--- src/rtl/lrcm_pkg.sv ---
package lrcm_pkg;

    localparam int SampleW  = 16;
    localparam int RateW    = 18;
    localparam int RemW     = 19;
    localparam int ChW      = 2;
    localparam int CfgIdxW  = 2;
    localparam int AccW     = 36;
    localparam int NumW     = 37;
    localparam int DvdW     = 50;
    localparam int QuotW    = 32;
    localparam int DivSteps = 32;
    localparam int DivCntW  = 5;
    localparam int Lanes    = 2;

    localparam logic [RateW-1:0] RateMin   = 18'd8000;
    localparam logic [RateW-1:0] RateMax   = 18'd192000;
    localparam logic [RateW-1:0] RateReset = 18'd48000;
    localparam logic [ChW-1:0]   ChReset   = 2'd2;

    typedef enum logic [CfgIdxW-1:0] {
        CFG_IN_RATE  = 2'd0,
        CFG_OUT_RATE = 2'd1,
        CFG_IN_CH    = 2'd2,
        CFG_OUT_CH   = 2'd3
    } t_cfg_idx;

    typedef enum logic [3:0] {
        S_IDLE,
        S_START,
        S_CHECK,
        S_MUL0,
        S_MUL1,
        S_PREP,
        S_DIV,
        S_OUT,
        S_FIN
    } t_state;

    typedef struct packed {
        logic capture;
        logic ends_pass1;
        logic mul0;
        logic mul1;
        logic prep;
        logic div_step;
        logic make_result;
        logic push;
        logic push_last;
        logic rem_adv;
        logic rem_wrap;
        logic hold_new;
        logic clear;
    } t_cmd;

    typedef struct packed {
        logic eq;
        logic passthru;
        logic fin;
        logic rem_lt;
        logic out_free;
    } t_status;

endpackage

--- src/rtl/lrcm_in_if.sv ---
interface lrcm_in_if import lrcm_pkg::*; ();
    logic                      valid;
    logic                      ready;
    logic signed [SampleW-1:0] left_sample;
    logic signed [SampleW-1:0] right_sample;
    logic                      final_frame;

    modport source (output valid, left_sample, right_sample, final_frame, input ready);
    modport sink (input valid, left_sample, right_sample, final_frame, output ready);
endinterface

--- src/rtl/lrcm_out_if.sv ---
interface lrcm_out_if import lrcm_pkg::*; ();
    logic                      valid;
    logic                      ready;
    logic signed [SampleW-1:0] out_left;
    logic signed [SampleW-1:0] out_right;
    logic                      run_end;
    logic                      clip_end;

    modport source (output valid, out_left, out_right, run_end, clip_end, input ready);
    modport sink (input valid, out_left, out_right, run_end, clip_end, output ready);
endinterface

--- src/rtl/linear_resample_channel_map_top.sv ---
// Linear-interpolation sample rate converter with channel mapping. Takes one
// PCM16 frame (mono or stereo) per input transfer and emits device frames at
// positions n*in_rate/out_rate, interpolated between the held frame and the new
// one, scaled by 32767/32768 and truncated toward zero; equal rates and channel
// counts pass samples through unchanged. A frame flagged final_frame also flushes
// the interval toward silence and starts a new clip. Rates saturate to
// 8000..192000 and out_rate to 24x in_rate. An input transfer is taken only
// from idle; a result passes a loop check (none at equal rates), two multiply
// states, a setup state, the bit-serial divide by out_rate and an output
// state, and pure pass-through goes straight to output. One input transfer
// yields up to 48 results. One result is buffered ahead of the output
// register, so the next input is accepted while the last result still waits.
// Configuration must be written only while idle; the block does not enforce
// it.
module linear_resample_channel_map_top import lrcm_pkg::*; #(
    parameter int MAX_UPSAMPLE = 24
) (
    input  logic               i_clk,
    input  logic               i_rst_n,
    input  logic               i_cfg_we,
    input  logic [CfgIdxW-1:0] i_cfg_index,
    input  logic [RateW-1:0]   i_cfg_data,
    lrcm_in_if.sink            i_src,
    lrcm_out_if.source         o_dst
);
    t_cmd    cmd;
    t_status status;

    // sequencing: interval loops, per-result steps, held-frame bookkeeping
    lrcm_ctrl #(
        .MAX_UPSAMPLE (MAX_UPSAMPLE)
    ) u_ctrl (
        .i_clk      (i_clk),
        .i_rst_n    (i_rst_n),
        .i_in_valid (i_src.valid),
        .o_in_ready (i_src.ready),
        .i_status   (status),
        .o_cmd      (cmd)
    );

    // arithmetic, state and output register
    lrcm_datapath #(
        .MAX_UPSAMPLE (MAX_UPSAMPLE)
    ) u_dp (
        .i_clk       (i_clk),
        .i_rst_n     (i_rst_n),
        .i_cfg_we    (i_cfg_we),
        .i_cfg_index (i_cfg_index),
        .i_cfg_data  (i_cfg_data),
        .i_left      (i_src.left_sample),
        .i_right     (i_src.right_sample),
        .i_final     (i_src.final_frame),
        .i_cmd       (cmd),
        .o_status    (status),
        .i_out_ready (o_dst.ready),
        .o_out_valid (o_dst.valid),
        .o_out_left  (o_dst.out_left),
        .o_out_right (o_dst.out_right),
        .o_run_end   (o_dst.run_end),
        .o_clip_end  (o_dst.clip_end)
    );

    // one item at a time: after a transfer the input closes
    a_one_item: assert property (@(posedge i_clk) disable iff (!i_rst_n)
        (i_src.valid && i_src.ready) |=> !i_src.ready)
        else $error("input accepted while an item is in work");

    // a result is never pushed over one still waiting
    a_no_overrun: assert property (@(posedge i_clk) disable iff (!i_rst_n)
        cmd.push |-> status.out_free)
        else $error("result pushed into a full output register");

    // the end of a clip is always the end of a step
    a_clip_run: assert property (@(posedge i_clk) disable iff (!i_rst_n)
        (o_dst.valid && o_dst.clip_end) |-> o_dst.run_end)
        else $error("clip_end without run_end");
endmodule

--- src/rtl/lrcm_ctrl.sv ---
module lrcm_ctrl import lrcm_pkg::*; #(
    parameter int MAX_UPSAMPLE = 24
) (
    input  logic    i_clk,
    input  logic    i_rst_n,
    input  logic    i_in_valid,
    output logic    o_in_ready,
    input  t_status i_status,
    output t_cmd    o_cmd
);
    localparam int CntW = $clog2(MAX_UPSAMPLE + 1);

    t_state               r_state, n_state;
    logic                 r_held_valid, n_held_valid;
    logic                 r_pass, n_pass;
    logic                 r_pend_valid, n_pend_valid;
    logic [CntW-1:0]      r_cnt, n_cnt;
    logic [DivCntW-1:0]   r_bit, n_bit;

    always_ff @(posedge i_clk) begin
        if (!i_rst_n) begin
            r_state      <= S_IDLE;
            r_held_valid <= 1'b0;
            r_pass       <= 1'b0;
            r_pend_valid <= 1'b0;
            r_cnt        <= '0;
            r_bit        <= '0;
        end else begin
            r_state      <= n_state;
            r_held_valid <= n_held_valid;
            r_pass       <= n_pass;
            r_pend_valid <= n_pend_valid;
            r_cnt        <= n_cnt;
            r_bit        <= n_bit;
        end
    end

    always_comb begin
        n_state      = r_state;
        n_held_valid = r_held_valid;
        n_pass       = r_pass;
        n_pend_valid = r_pend_valid;
        n_cnt        = r_cnt;
        n_bit        = r_bit;
        o_cmd        = '0;
        o_cmd.ends_pass1 = r_pass;
        o_in_ready   = 1'b0;
        case (r_state)
            S_IDLE: begin
                o_in_ready = 1'b1;
                if (i_in_valid) begin
                    o_cmd.capture = 1'b1;
                    n_state = S_START;
                end
            end
            S_START: begin
                n_cnt = '0;
                if (i_status.eq) begin
                    n_pass  = 1'b1;
                    n_state = i_status.passthru ? S_OUT : S_MUL0;
                end else if (r_held_valid) begin
                    n_pass  = 1'b0;
                    n_state = S_CHECK;
                end else if (i_status.fin) begin
                    n_pass  = 1'b1;
                    n_state = S_CHECK;
                end else begin
                    n_state = S_FIN;
                end
            end
            S_CHECK: begin
                if (i_status.rem_lt && (r_cnt < CntW'(MAX_UPSAMPLE))) begin
                    n_state = S_MUL0;
                end else begin
                    o_cmd.rem_wrap = 1'b1;
                    if (!r_pass && i_status.fin) begin
                        n_pass = 1'b1;
                        n_cnt  = '0;
                    end else begin
                        n_state = S_FIN;
                    end
                end
            end
            S_MUL0: begin
                o_cmd.mul0 = 1'b1;
                n_state = S_MUL1;
            end
            S_MUL1: begin
                o_cmd.mul1 = 1'b1;
                n_state = S_PREP;
            end
            S_PREP: begin
                o_cmd.prep = 1'b1;
                n_bit   = '0;
                n_state = S_DIV;
            end
            S_DIV: begin
                o_cmd.div_step = 1'b1;
                n_bit = r_bit + 1'b1;
                if (r_bit == DivCntW'(DivSteps - 1)) begin
                    n_state = S_OUT;
                end
            end
            S_OUT: begin
                if (!r_pend_valid || i_status.out_free) begin
                    o_cmd.push        = r_pend_valid;
                    o_cmd.make_result = 1'b1;
                    n_pend_valid      = 1'b1;
                    if (i_status.eq) begin
                        n_state = S_FIN;
                    end else begin
                        o_cmd.rem_adv = 1'b1;
                        n_cnt   = r_cnt + 1'b1;
                        n_state = S_CHECK;
                    end
                end
            end
            S_FIN: begin
                if (!r_pend_valid || i_status.out_free) begin
                    o_cmd.push      = r_pend_valid;
                    o_cmd.push_last = r_pend_valid;
                    n_pend_valid    = 1'b0;
                    if (i_status.fin) begin
                        o_cmd.clear  = 1'b1;
                        n_held_valid = 1'b0;
                    end else if (!i_status.eq) begin
                        o_cmd.hold_new = 1'b1;
                        n_held_valid   = 1'b1;
                    end
                    n_state = S_IDLE;
                end
            end
            default: begin
                n_state = S_IDLE;
            end
        endcase
    end
endmodule

--- src/rtl/lrcm_datapath.sv ---
module lrcm_datapath import lrcm_pkg::*; #(
    parameter int MAX_UPSAMPLE = 24
) (
    input  logic                      i_clk,
    input  logic                      i_rst_n,
    input  logic                      i_cfg_we,
    input  logic [CfgIdxW-1:0]        i_cfg_index,
    input  logic [RateW-1:0]          i_cfg_data,
    input  logic signed [SampleW-1:0] i_left,
    input  logic signed [SampleW-1:0] i_right,
    input  logic                      i_final,
    input  t_cmd                      i_cmd,
    output t_status                   o_status,
    input  logic                      i_out_ready,
    output logic                      o_out_valid,
    output logic signed [SampleW-1:0] o_out_left,
    output logic signed [SampleW-1:0] o_out_right,
    output logic                      o_run_end,
    output logic                      o_clip_end
);
    localparam int LimW = RateW + $clog2(MAX_UPSAMPLE + 1);

    // configuration
    logic [RateW-1:0] r_in_rate, r_out_rate;
    logic [ChW-1:0]   r_in_ch, r_out_ch;

    always_ff @(posedge i_clk) begin
        if (!i_rst_n) begin
            r_in_rate  <= RateReset;
            r_out_rate <= RateReset;
            r_in_ch    <= ChReset;
            r_out_ch   <= ChReset;
        end else if (i_cfg_we) begin
            case (t_cfg_idx'(i_cfg_index))
                CFG_IN_RATE:  r_in_rate  <= i_cfg_data;
                CFG_OUT_RATE: r_out_rate <= i_cfg_data;
                CFG_IN_CH:    r_in_ch    <= i_cfg_data[ChW-1:0];
                CFG_OUT_CH:   r_out_ch   <= i_cfg_data[ChW-1:0];
                default: ;
            endcase
        end
    end

    // effective rates, resolved per transfer
    logic [RateW-1:0] ir_c, or_c, or_eff;
    logic [LimW-1:0]  lim;
    logic             in2, out2;

    always_comb begin
        ir_c = (r_in_rate < RateMin) ? RateMin : ((r_in_rate > RateMax) ? RateMax : r_in_rate);
        or_c = (r_out_rate < RateMin) ? RateMin :
               ((r_out_rate > RateMax) ? RateMax : r_out_rate);
        lim  = LimW'(ir_c) * LimW'(MAX_UPSAMPLE);
        or_eff = (LimW'(or_c) > lim) ? lim[RateW-1:0] : or_c;
        in2  = r_in_ch[1];
        out2 = r_out_ch[1];
    end

    logic signed [SampleW-1:0] r_new [Lanes];
    logic signed [SampleW-1:0] r_held [Lanes];
    logic [RateW-1:0]          r_ir, r_orate;
    logic                      r_eq, r_passthru, r_sum, r_mono, r_fin;
    logic [RemW-1:0]           r_rem;

    always_ff @(posedge i_clk) begin
        if (i_cmd.capture) begin
            r_new[0]   <= i_left;
            r_new[1]   <= in2 ? i_right : i_left;
            r_ir       <= ir_c;
            r_orate    <= or_eff;
            r_eq       <= (ir_c == or_eff);
            r_passthru <= (ir_c == or_eff) && (in2 == out2);
            r_sum      <= in2 && !out2;
            r_mono     <= !out2;
            r_fin      <= i_final;
        end
    end

    always_ff @(posedge i_clk) begin
        if (!i_rst_n) begin
            r_rem <= '0;
        end else if (i_cmd.clear) begin
            r_rem <= '0;
        end else if (i_cmd.rem_adv) begin
            r_rem <= r_rem + RemW'(r_ir);
        end else if (i_cmd.rem_wrap) begin
            r_rem <= (r_rem >= RemW'(r_orate)) ? r_rem - RemW'(r_orate) : '0;
        end
    end

    always_ff @(posedge i_clk) begin
        for (int k = 0; k < Lanes; k++) begin
            if (i_cmd.clear) begin
                r_held[k] <= '0;
            end else if (i_cmd.hold_new) begin
                r_held[k] <= r_new[k];
            end
        end
    end

    // interpolation: acc = a*(orate-rem) + b*rem, one product per lane per cycle
    logic [RemW:0]             w1, w0, wsel;
    logic signed [SampleW-1:0] samp [Lanes];
    logic signed [AccW-1:0]    prod [Lanes];
    logic signed [AccW-1:0]    r_acc [Lanes];

    always_comb begin
        w1   = r_eq ? '0 : {1'b0, r_rem};
        w0   = (RemW+1)'(r_orate) - w1;
        wsel = i_cmd.mul1 ? w1 : w0;
        for (int k = 0; k < Lanes; k++) begin
            if (i_cmd.mul1) begin
                samp[k] = i_cmd.ends_pass1 ? '0 : r_new[k];
            end else begin
                samp[k] = i_cmd.ends_pass1 ? r_new[k] : r_held[k];
            end
            prod[k] = AccW'(samp[k]) * AccW'($signed(wsel));
        end
    end

    always_ff @(posedge i_clk) begin
        for (int k = 0; k < Lanes; k++) begin
            if (i_cmd.mul0) begin
                r_acc[k] <= prod[k];
            end else if (i_cmd.mul1) begin
                r_acc[k] <= r_acc[k] + prod[k];
            end
        end
    end

    // magnitude times 32767, then long division by orate, one bit per cycle
    logic signed [NumW-1:0] num [Lanes];
    logic [NumW-1:0]        mag [Lanes];
    logic [DvdW-1:0]        dvd [Lanes];
    logic [RemW-1:0]        trial [Lanes];
    logic                   ge [Lanes];
    logic [RateW-1:0]       r_part [Lanes];
    logic [QuotW-1:0]       r_q [Lanes];
    logic                   r_neg [Lanes];

    always_comb begin
        num[0] = r_sum ? (NumW'(r_acc[0]) + NumW'(r_acc[1])) : NumW'(r_acc[0]);
        num[1] = NumW'(r_acc[1]);
        for (int k = 0; k < Lanes; k++) begin
            mag[k]   = num[k][NumW-1] ? NumW'(-num[k]) : NumW'(num[k]);
            dvd[k]   = (DvdW'(mag[k]) << 15) - DvdW'(mag[k]);
            trial[k] = {r_part[k], r_q[k][QuotW-1]};
            ge[k]    = trial[k] >= RemW'(r_orate);
        end
    end

    always_ff @(posedge i_clk) begin
        for (int k = 0; k < Lanes; k++) begin
            if (i_cmd.prep) begin
                r_neg[k]  <= num[k][NumW-1];
                r_part[k] <= dvd[k][DvdW-1:QuotW];
                r_q[k]    <= dvd[k][QuotW-1:0];
            end else if (i_cmd.div_step) begin
                r_part[k] <= ge[k] ? RateW'(trial[k] - RemW'(r_orate)) : trial[k][RateW-1:0];
                r_q[k]    <= {r_q[k][QuotW-2:0], ge[k]};
            end
        end
    end

    logic [SampleW-1:0]        qs [Lanes];
    logic signed [SampleW-1:0] res [Lanes];

    always_comb begin
        for (int k = 0; k < Lanes; k++) begin
            qs[k]  = r_sum ? r_q[k][SampleW+15:16] : r_q[k][SampleW+14:15];
            res[k] = r_neg[k] ? -$signed(qs[k]) : $signed(qs[k]);
        end
    end

    // pending result and output register
    logic signed [SampleW-1:0] r_pend_l, r_pend_r;
    logic                      r_out_valid;
    logic                      out_free;

    always_ff @(posedge i_clk) begin
        if (i_cmd.make_result) begin
            r_pend_l <= r_passthru ? r_new[0] : res[0];
            r_pend_r <= r_mono ? '0 : (r_passthru ? r_new[1] : res[1]);
        end
    end

    assign out_free = !r_out_valid || i_out_ready;

    always_ff @(posedge i_clk) begin
        if (!i_rst_n) begin
            r_out_valid <= 1'b0;
        end else if (i_cmd.push) begin
            r_out_valid <= 1'b1;
        end else if (i_out_ready) begin
            r_out_valid <= 1'b0;
        end
    end

    always_ff @(posedge i_clk) begin
        if (i_cmd.push) begin
            o_out_left  <= r_pend_l;
            o_out_right <= r_pend_r;
            o_run_end   <= i_cmd.push_last;
            o_clip_end  <= i_cmd.push_last && r_fin;
        end
    end

    assign o_out_valid = r_out_valid;

    always_comb begin
        o_status.eq       = r_eq;
        o_status.passthru = r_passthru;
        o_status.fin      = r_fin;
        o_status.rem_lt   = r_rem < RemW'(r_orate);
        o_status.out_free = out_free;
    end
endmodule

--- src/flat_wrapper.sv ---
// flat-port wrapper written by rule: the top's interface ports become plain ports
module linear_resample_channel_map_top_flat import lrcm_pkg::*;
#(
    parameter int MAX_UPSAMPLE = 24
)
  (i_clk, i_rst_n, i_cfg_we, i_cfg_index, i_cfg_data, i_src_valid, i_src_left_sample, i_src_right_sample, i_src_final_frame, i_src_ready, o_dst_valid, o_dst_out_left, o_dst_out_right, o_dst_run_end, o_dst_clip_end, o_dst_ready);
  lrcm_in_if i_src_i ();
  lrcm_out_if o_dst_i ();
  input  logic i_clk;
  input  logic i_rst_n;
  input  logic i_cfg_we;
  input  logic [CfgIdxW-1:0] i_cfg_index;
  input  logic [RateW-1:0] i_cfg_data;
  input wire logic [$bits(i_src_i.valid)-1:0] i_src_valid;
  input wire logic [$bits(i_src_i.left_sample)-1:0] i_src_left_sample;
  input wire logic [$bits(i_src_i.right_sample)-1:0] i_src_right_sample;
  input wire logic [$bits(i_src_i.final_frame)-1:0] i_src_final_frame;
  output wire logic [$bits(i_src_i.ready)-1:0] i_src_ready;
  output wire logic [$bits(o_dst_i.valid)-1:0] o_dst_valid;
  output wire logic [$bits(o_dst_i.out_left)-1:0] o_dst_out_left;
  output wire logic [$bits(o_dst_i.out_right)-1:0] o_dst_out_right;
  output wire logic [$bits(o_dst_i.run_end)-1:0] o_dst_run_end;
  output wire logic [$bits(o_dst_i.clip_end)-1:0] o_dst_clip_end;
  input wire logic [$bits(o_dst_i.ready)-1:0] o_dst_ready;
  assign i_src_i.valid = i_src_valid;
  assign i_src_i.left_sample = i_src_left_sample;
  assign i_src_i.right_sample = i_src_right_sample;
  assign i_src_i.final_frame = i_src_final_frame;
  assign i_src_ready = i_src_i.ready;
  assign o_dst_valid = o_dst_i.valid;
  assign o_dst_out_left = o_dst_i.out_left;
  assign o_dst_out_right = o_dst_i.out_right;
  assign o_dst_run_end = o_dst_i.run_end;
  assign o_dst_clip_end = o_dst_i.clip_end;
  assign o_dst_i.ready = o_dst_ready;
  linear_resample_channel_map_top #(.MAX_UPSAMPLE(MAX_UPSAMPLE)) u_core (.i_clk(i_clk), .i_rst_n(i_rst_n), .i_cfg_we(i_cfg_we), .i_cfg_index(i_cfg_index), .i_cfg_data(i_cfg_data), .i_src(i_src_i), .o_dst(o_dst_i));
endmodule
--- config.mk ---
export PLATFORM = sky130hd
export DESIGN_NAME = linear_resample_channel_map_top_flat
export DESIGN_NICKNAME = d
export VERILOG_FILES = /design/src/rtl/lrcm_pkg.sv /design/src/rtl/lrcm_in_if.sv /design/src/rtl/lrcm_out_if.sv /design/src/rtl/linear_resample_channel_map_top.sv /design/src/rtl/lrcm_ctrl.sv /design/src/rtl/lrcm_datapath.sv /design/src/flat_wrapper.sv
export SDC_FILE = /design/constraint.sdc
export NUM_CORES = 2
export LEC_CHECK = 0
export ABC_CLOCK_PERIOD_IN_PS = 14500
export BUFFER_PORTS_ARGS = -buffer_cell sky130_fd_sc_hd__buf_2
export CAP_MARGIN = 25
export CORE_ASPECT_RATIO = 1.25
export CORE_UTILIZATION = 40
export CTS_CLUSTER_SIZE = 24
export DETAILED_ROUTE_END_ITERATION = 8
export PLACE_DENSITY = 0.6
export SLEW_MARGIN = 5
export SYNTH_ARGS = -nofsm -noshare
export SYNTH_HDL_FRONTEND = slang
export SYNTH_SLANG_ARGS = --single-unit
--- constraint.sdc ---
create_clock -name i_clk -period 14.5 [get_ports i_clk]
set_input_delay 1.45 -clock i_clk [delete_from_list [all_inputs] [get_ports i_clk]]
set_output_delay 1.45 -clock i_clk [all_outputs]
set_load 0.05 [all_outputs]
After elaboration in Yosys (flattened, before gate mapping)

Memories as Yosys holds them, arrays and structs flattened.
Cells that the tools add are included.

Bits in registers: 184
Memory bits (writable): 238
Input port bits: 58
Logic and storage cells: 227
Memories: 6

Memory list:

| name               | words | bits a word | read ports | clocked after Yosys merged registers in | write ports | RTL line             | source |
|---|---|---|---|---|---|---|---|
| u_core.u_dp.r_acc  | 2     | 36          | 2          | 0                                       | 2           | lrcm_datapath.sv:105 | `logic signed [AccW-1:0] r_acc [Lanes];` |
| u_core.u_dp.r_q    | 2     | 32          | 2          | 0                                       | 2           | lrcm_datapath.sv:138 | `logic [QuotW-1:0] r_q [Lanes];` |
| u_core.u_dp.r_part | 2     | 18          | 2          | 0                                       | 2           | lrcm_datapath.sv:137 | `logic [RateW-1:0] r_part [Lanes];` |
| u_core.u_dp.r_held | 2     | 16          | 2          | 0                                       | 2           | lrcm_datapath.sv:60  | `logic signed [SampleW-1:0] r_held [Lanes];` |
| u_core.u_dp.r_new  | 2     | 16          | 2          | 0                                       | 2           | lrcm_datapath.sv:59  | `logic signed [SampleW-1:0] r_new [Lanes];` |
| u_core.u_dp.r_neg  | 2     | 1           | 2          | 0                                       | 2           | lrcm_datapath.sv:139 | `logic r_neg [Lanes];` |

Add/subtract/negate cells: 16
Multiply operators: 3
Order comparisons: 10
Equal/unequal tests: 24
Mux-type cells: 105
Bitwise logic cells: 9
Reduce and logical (&&, ||, !) cells: 29

Operators with widths:

| kind                  | number |
|---|---|
| $mux 16               | 15 |
| $mux 18               | 9 |
| $mux 37               | 3 |
| $sub 50x37->50        | 2 |
| $mux 19               | 4 |
| $add 36x36->36        | 2 |
| $mul 16x20->36        | 2 |
| $mux 36               | 2 |
| $mux 32               | 2 |
| $ge 19x18->1          | 3 |
| $mux 1                | 44 |
| $mux 4                | 10 |
| $add 36x36->37        | 1 |
| $neg 36->37           | 1 |
| $neg 37->37           | 1 |
| $gt 18x18->1 const B  | 2 |
| $lt 18x13->1 const B  | 2 |
| $pmux 4 s9            | 1 |
| $sub 18x18->18        | 2 |
| $neg 16->16           | 2 |
| $gt 18x23->1          | 1 |
| $mul 18x2->20 const B | 1 |
| $mux 20               | 1 |
| $mux 5                | 4 |
| other kinds (38)      | 79 |

Logic depth before layout (Yosys ltp)

Depth after elaboration: 9
Mapped depth: 54
Depth with buffers taken out: 52

Cells and area by module

A second synthesis with hierarchy kept.

Cell total of the unflattened synthesis: 6879
Area, all modules: 59224.3 µm²

By module, submodules not included:

| module        | times used | cells each | area an instance (µm²) | sequential area each (µm²) |
|---|---|---|---|---|
| lrcm_datapath | 1          | 6716       | 58003.1                | 11521.0 |
| lrcm_ctrl     | 1          | 163        | 1221.2                 | 340.3 |

Least setup slack after synthesis

No wires, ideal clock.

Path kind: register to register
From: register u_core.u_dp.r_eq
To: memory u_core.u_dp.r_acc[1][35], data pin
Arrival: 10.941 ns
Required time: 14.242 ns
Slack: 3.302 ns
Stages on the path, launching flop included: 51
Buffers on the path: 4
Period minus slack after synthesis: 11.198 ns
Cell sequence: edfxtp_1 clkbuf_1 inv_1 clkbuf_1 nand2_1 ha_1 a21o_1 a21oi_1 o21ai_0 a21oi_1 o21ai_0 a21oi_1 o21bai_1 a21oi_1 o21ai_0 and3_1 nor3_1 xnor2_1 [... 15 more ...] nand3_1 o21ai_0 a31oi_1 a21oi_1 nor2b_1 or3_1 and2_1 ha_1 or4_1 a211oi_1 o21ai_0 nand3_1 o2111ai_1 nand2_1 o21ai_0 a2111o_1 nand3_1 xnor2_1

RTL lines:

| item                     | RTL line             | source |
|---|---|---|
| start: declaration       | lrcm_datapath.sv:62  | `logic r_eq, r_passthru, r_sum, r_mono, r_fin;` |
| start signal: assignment | lrcm_datapath.sv:71  | `r_eq <= (ir_c == or_eff);` |
| end: declaration         | lrcm_datapath.sv:105 |  |

==> implementation parameters <==
Parameter                              Value

Timing
  Hold Fails Final Rpt    0
  Largest clock skew in the final design    about 0.049 ns
  Setup repair after global routing missed its margin    false
  Final critical path time including I/O delays and setup    13.20 ns
  Pins Over Slew Limit    0
  Final setup fails    0
  Slew at the pin closest to its max-slew limit    1.069 ns
  Accumulated negative setup slack    0 ns
  Worst slew slack as a fraction of its limit    around 29%
  Final Hold Slack    0.4172 ns
  Max Freq    about 0.076 GHz
  Crit share post-route    around nine tenths

Detailed routing
  Starting DRT DRC Count    3546
  Number of iterations in the first detailed-routing pass    5
  Via density    around 5.6
  Routed wire length per instance    between 20 and 25 µm
  Residual DRC count    0
  Drt total wl    roughly 190000 µm
  Via total after detailed routing    ~49000
  Detail Route Antenna Nets    0

Synthesis
  Count of cell types in the netlist    ~110
  Syn Area/Cell    ~8.6 µm²
  Library cell occupying the most area in the post-synthesis netlist    fa_1
  Portion of synthesized cell area occupied by the leading cell type    21.90%
  Sequential cell area fraction in the yosys report    ~20%
  Biggest area contributors in the synthesized netlist    fa_1 (22%), edfxtp_1 (18%), ha_1 (9.9%)
  Cell area after synthesis    about 59000 µm²
  Net count of the mapped netlist    between 8000 and 9000
  Commonest register cell after synthesis    edfxtp_1
  Ys async rst share    0%
  #FFs+latches synth    between 400 and 500
  Gate count after technology mapping    approximately 6900
  Synth warn    0
  Post-synth EDFFs    around 350

Critical path
  Setup Crit Path Kind    reg2reg
  Category of the worst setup path launch point    register
  Number of stages on the worst setup path    between 40 and 50
  Worst Path Arrival    13.61 ns
  Worst-path cell with the longest stage delay    a2111oi_0
  Maximum cell stage delay along the critical path    ~0.67 ns
  Buffers plus inverters on the worst setup path    6
  Crit-path leading delay family    compound AO/OA/AOI/OAI gates
  Required @ worst endpoint    ~15 ns
  Path depth of the worst reg2reg path    48
  Worst setup EP type    register
  Maximum fanout count along the critical path    15

Cells and area
  Layout area overhead    8.266%
  Most common library cell in the layout ignoring fill and taps    inv_1
  Ratio of cells with drive above 1 in the final layout    approximately 6.7%
  Fill count    roughly 14000
  Post-route standard cell area excluding fillers    ~64000 µm²
  Fin nets    approximately 8000
  Commonest cells after routing, fill and taps aside    inv_1 (935), nand2_1 (839), nor2_1 (670), fa_1 (645), ha_1 (468)
  Final non-filler cell total    about 8800

Floorplan
  Die extent in x    345.4 µm
  Height of the die    between 400 and 500 µm
  Number of rows in the core area    roughly 160
  Total core area    around 150000 µm²
  Initial standard-cell utilization of the core    40.29%
  I/O pin count    94
  Area of the die    between 100000 and 150000 µm²

Clocking
  Clock network latency to the later pin of the worst-skew pair    0.67 ns
  CTS clock-pin slew for the worst setup and hold paths    approximately 0.06 ns
  Level count of the clock H-tree    2
  Number of buffers inserted for hold repair after clock tree synthesis    0
  CTS root buffer    clkbuf_16
  Post_cts resized    0
  CTS tree    built
  Number of CTS-inserted buffers    54
  Count of buffers added by post-CTS timing repair for setup    0
  Sink count of the clock tree    420
  Number of buffers between clock root and the deepest sink    3

Worst hold path
  Number of stages on the worst hold path    0
  HP Class    reg2reg

Global routing
  Maximum number of pins on one net before global-route repair    around 110
  Global-route wire length before repair    around 300000 µm
  Via count of the first global-routing pass    between 50000 and 60000
  Overall Global Routing Usage    26.19%
  Total gr overflow    0
  Initial antenna violation count    11

Outcome
  Result of the run    finished, final reports clean

Placement
  Final Wtd Congestion    0.9936
  Half-perimeter wire length after detailed placement    ~160000 µm
  Port Buffer Count    93
  Number of cells in the design after placement    around 8700
  Post-DP Area    61830 µm²

Flow run
  Max_cap viols    0
## final timing paths
check                           start                     endpoint  slack (ns)
max                  u_core.u_dp.r_eq     u_core.u_dp.r_acc[0][35]        1.30
min          u_core.u_dp.r_pend_r[15]  u_core.u_dp.o_out_right[15]        0.42
max reg2reg          u_core.u_dp.r_eq     u_core.u_dp.r_acc[0][35]        1.30
min reg2reg  u_core.u_dp.r_pend_r[15]  u_core.u_dp.o_out_right[15]        0.42
## stage by stage
stage	utilization, %	setup slack (ns)
after floorplan	-	3.302
after global placement	42.25	1.369
after detailed placement	42.25	1.358
after CTS	43.57	1.287
after global routing	43.62	0.5038
final	43.63	1.297
## synthesized netlist by cell type, drive strengths merged, types with 14 or more instances
library cell / instances
o21a: 75
a21oi: 345
o31ai: 33
a31oi: 74
nand3: 118
o21ai: 362
ha: 468
o21bai: 38
a31o: 18
nand4: 40
xnor2: 266
or3: 37
edfxtp: 345
buf: 45
nand2: 839
nor2: 672
a211oi: 63
inv: 939
or2: 29
nand2b: 101
mux2i: 74
a21boi: 54
mux2: 38
nor4: 23
o211ai: 30
and2: 78
nor2b: 59
dfxtp: 75
and3: 48
a22oi: 15
nor3: 111
xor2: 136
clkbuf: 228
nor3b: 15
a21o: 108
fa: 645
o311ai: 14
## logic make-up after synthesis
logic type                 synth area share (%)
and+or+nand+nor                           17.14
muxes                                     2.003
xor gates and xnor gates                  5.996
DFF                                       20.11
buffers and inverters                     7.791
other                                  0.006359
AOI/OAI and AO/OA                         15.12
adders and majority gates                 31.83
## state kept, by name, summed over array words and instances (netlist names), 19 cells and up
register and cells:
u_core.u_dp.r_rem 19, u_core.u_dp.r_held 32, u_core.u_dp.r_part 36, u_core.u_dp.r_q 64, u_core.u_dp.r_new 32, u_core.u_dp.r_acc 72
## layer usage
layer / GRT usage (%) / part of all wire [%] / vias to the layer above
li1: - / - / 22940
met1: 30.66 / 39 / 24510
met2: 46.67 / 50 / 1488
met3: 2.583 / 5.0 / 429
met4: 14.97 / 6.6 / 0
met5: 0 / 0 / -
## cell type report
type / instances / area (µm²) / share of cell area [%]
diodes: 6 / 15.01 / 0.02352
clock buffers: 62 / 1411 / 2.211
clock inverters: 38 / 526.8 / 0.8251
inverters: 939 / 3527 / 5.525
multi-input cells: 5236 / 42840 / 67.11
flip-flops and latches: 420 / 11870 / 18.58
well taps: 1908 / 2387 / 3.739
repair buffers: 193 / 1267 / 1.985
Power is not shown: default switching activity piles up to over one toggle a cycle in this logic, so the estimate is an artifact.
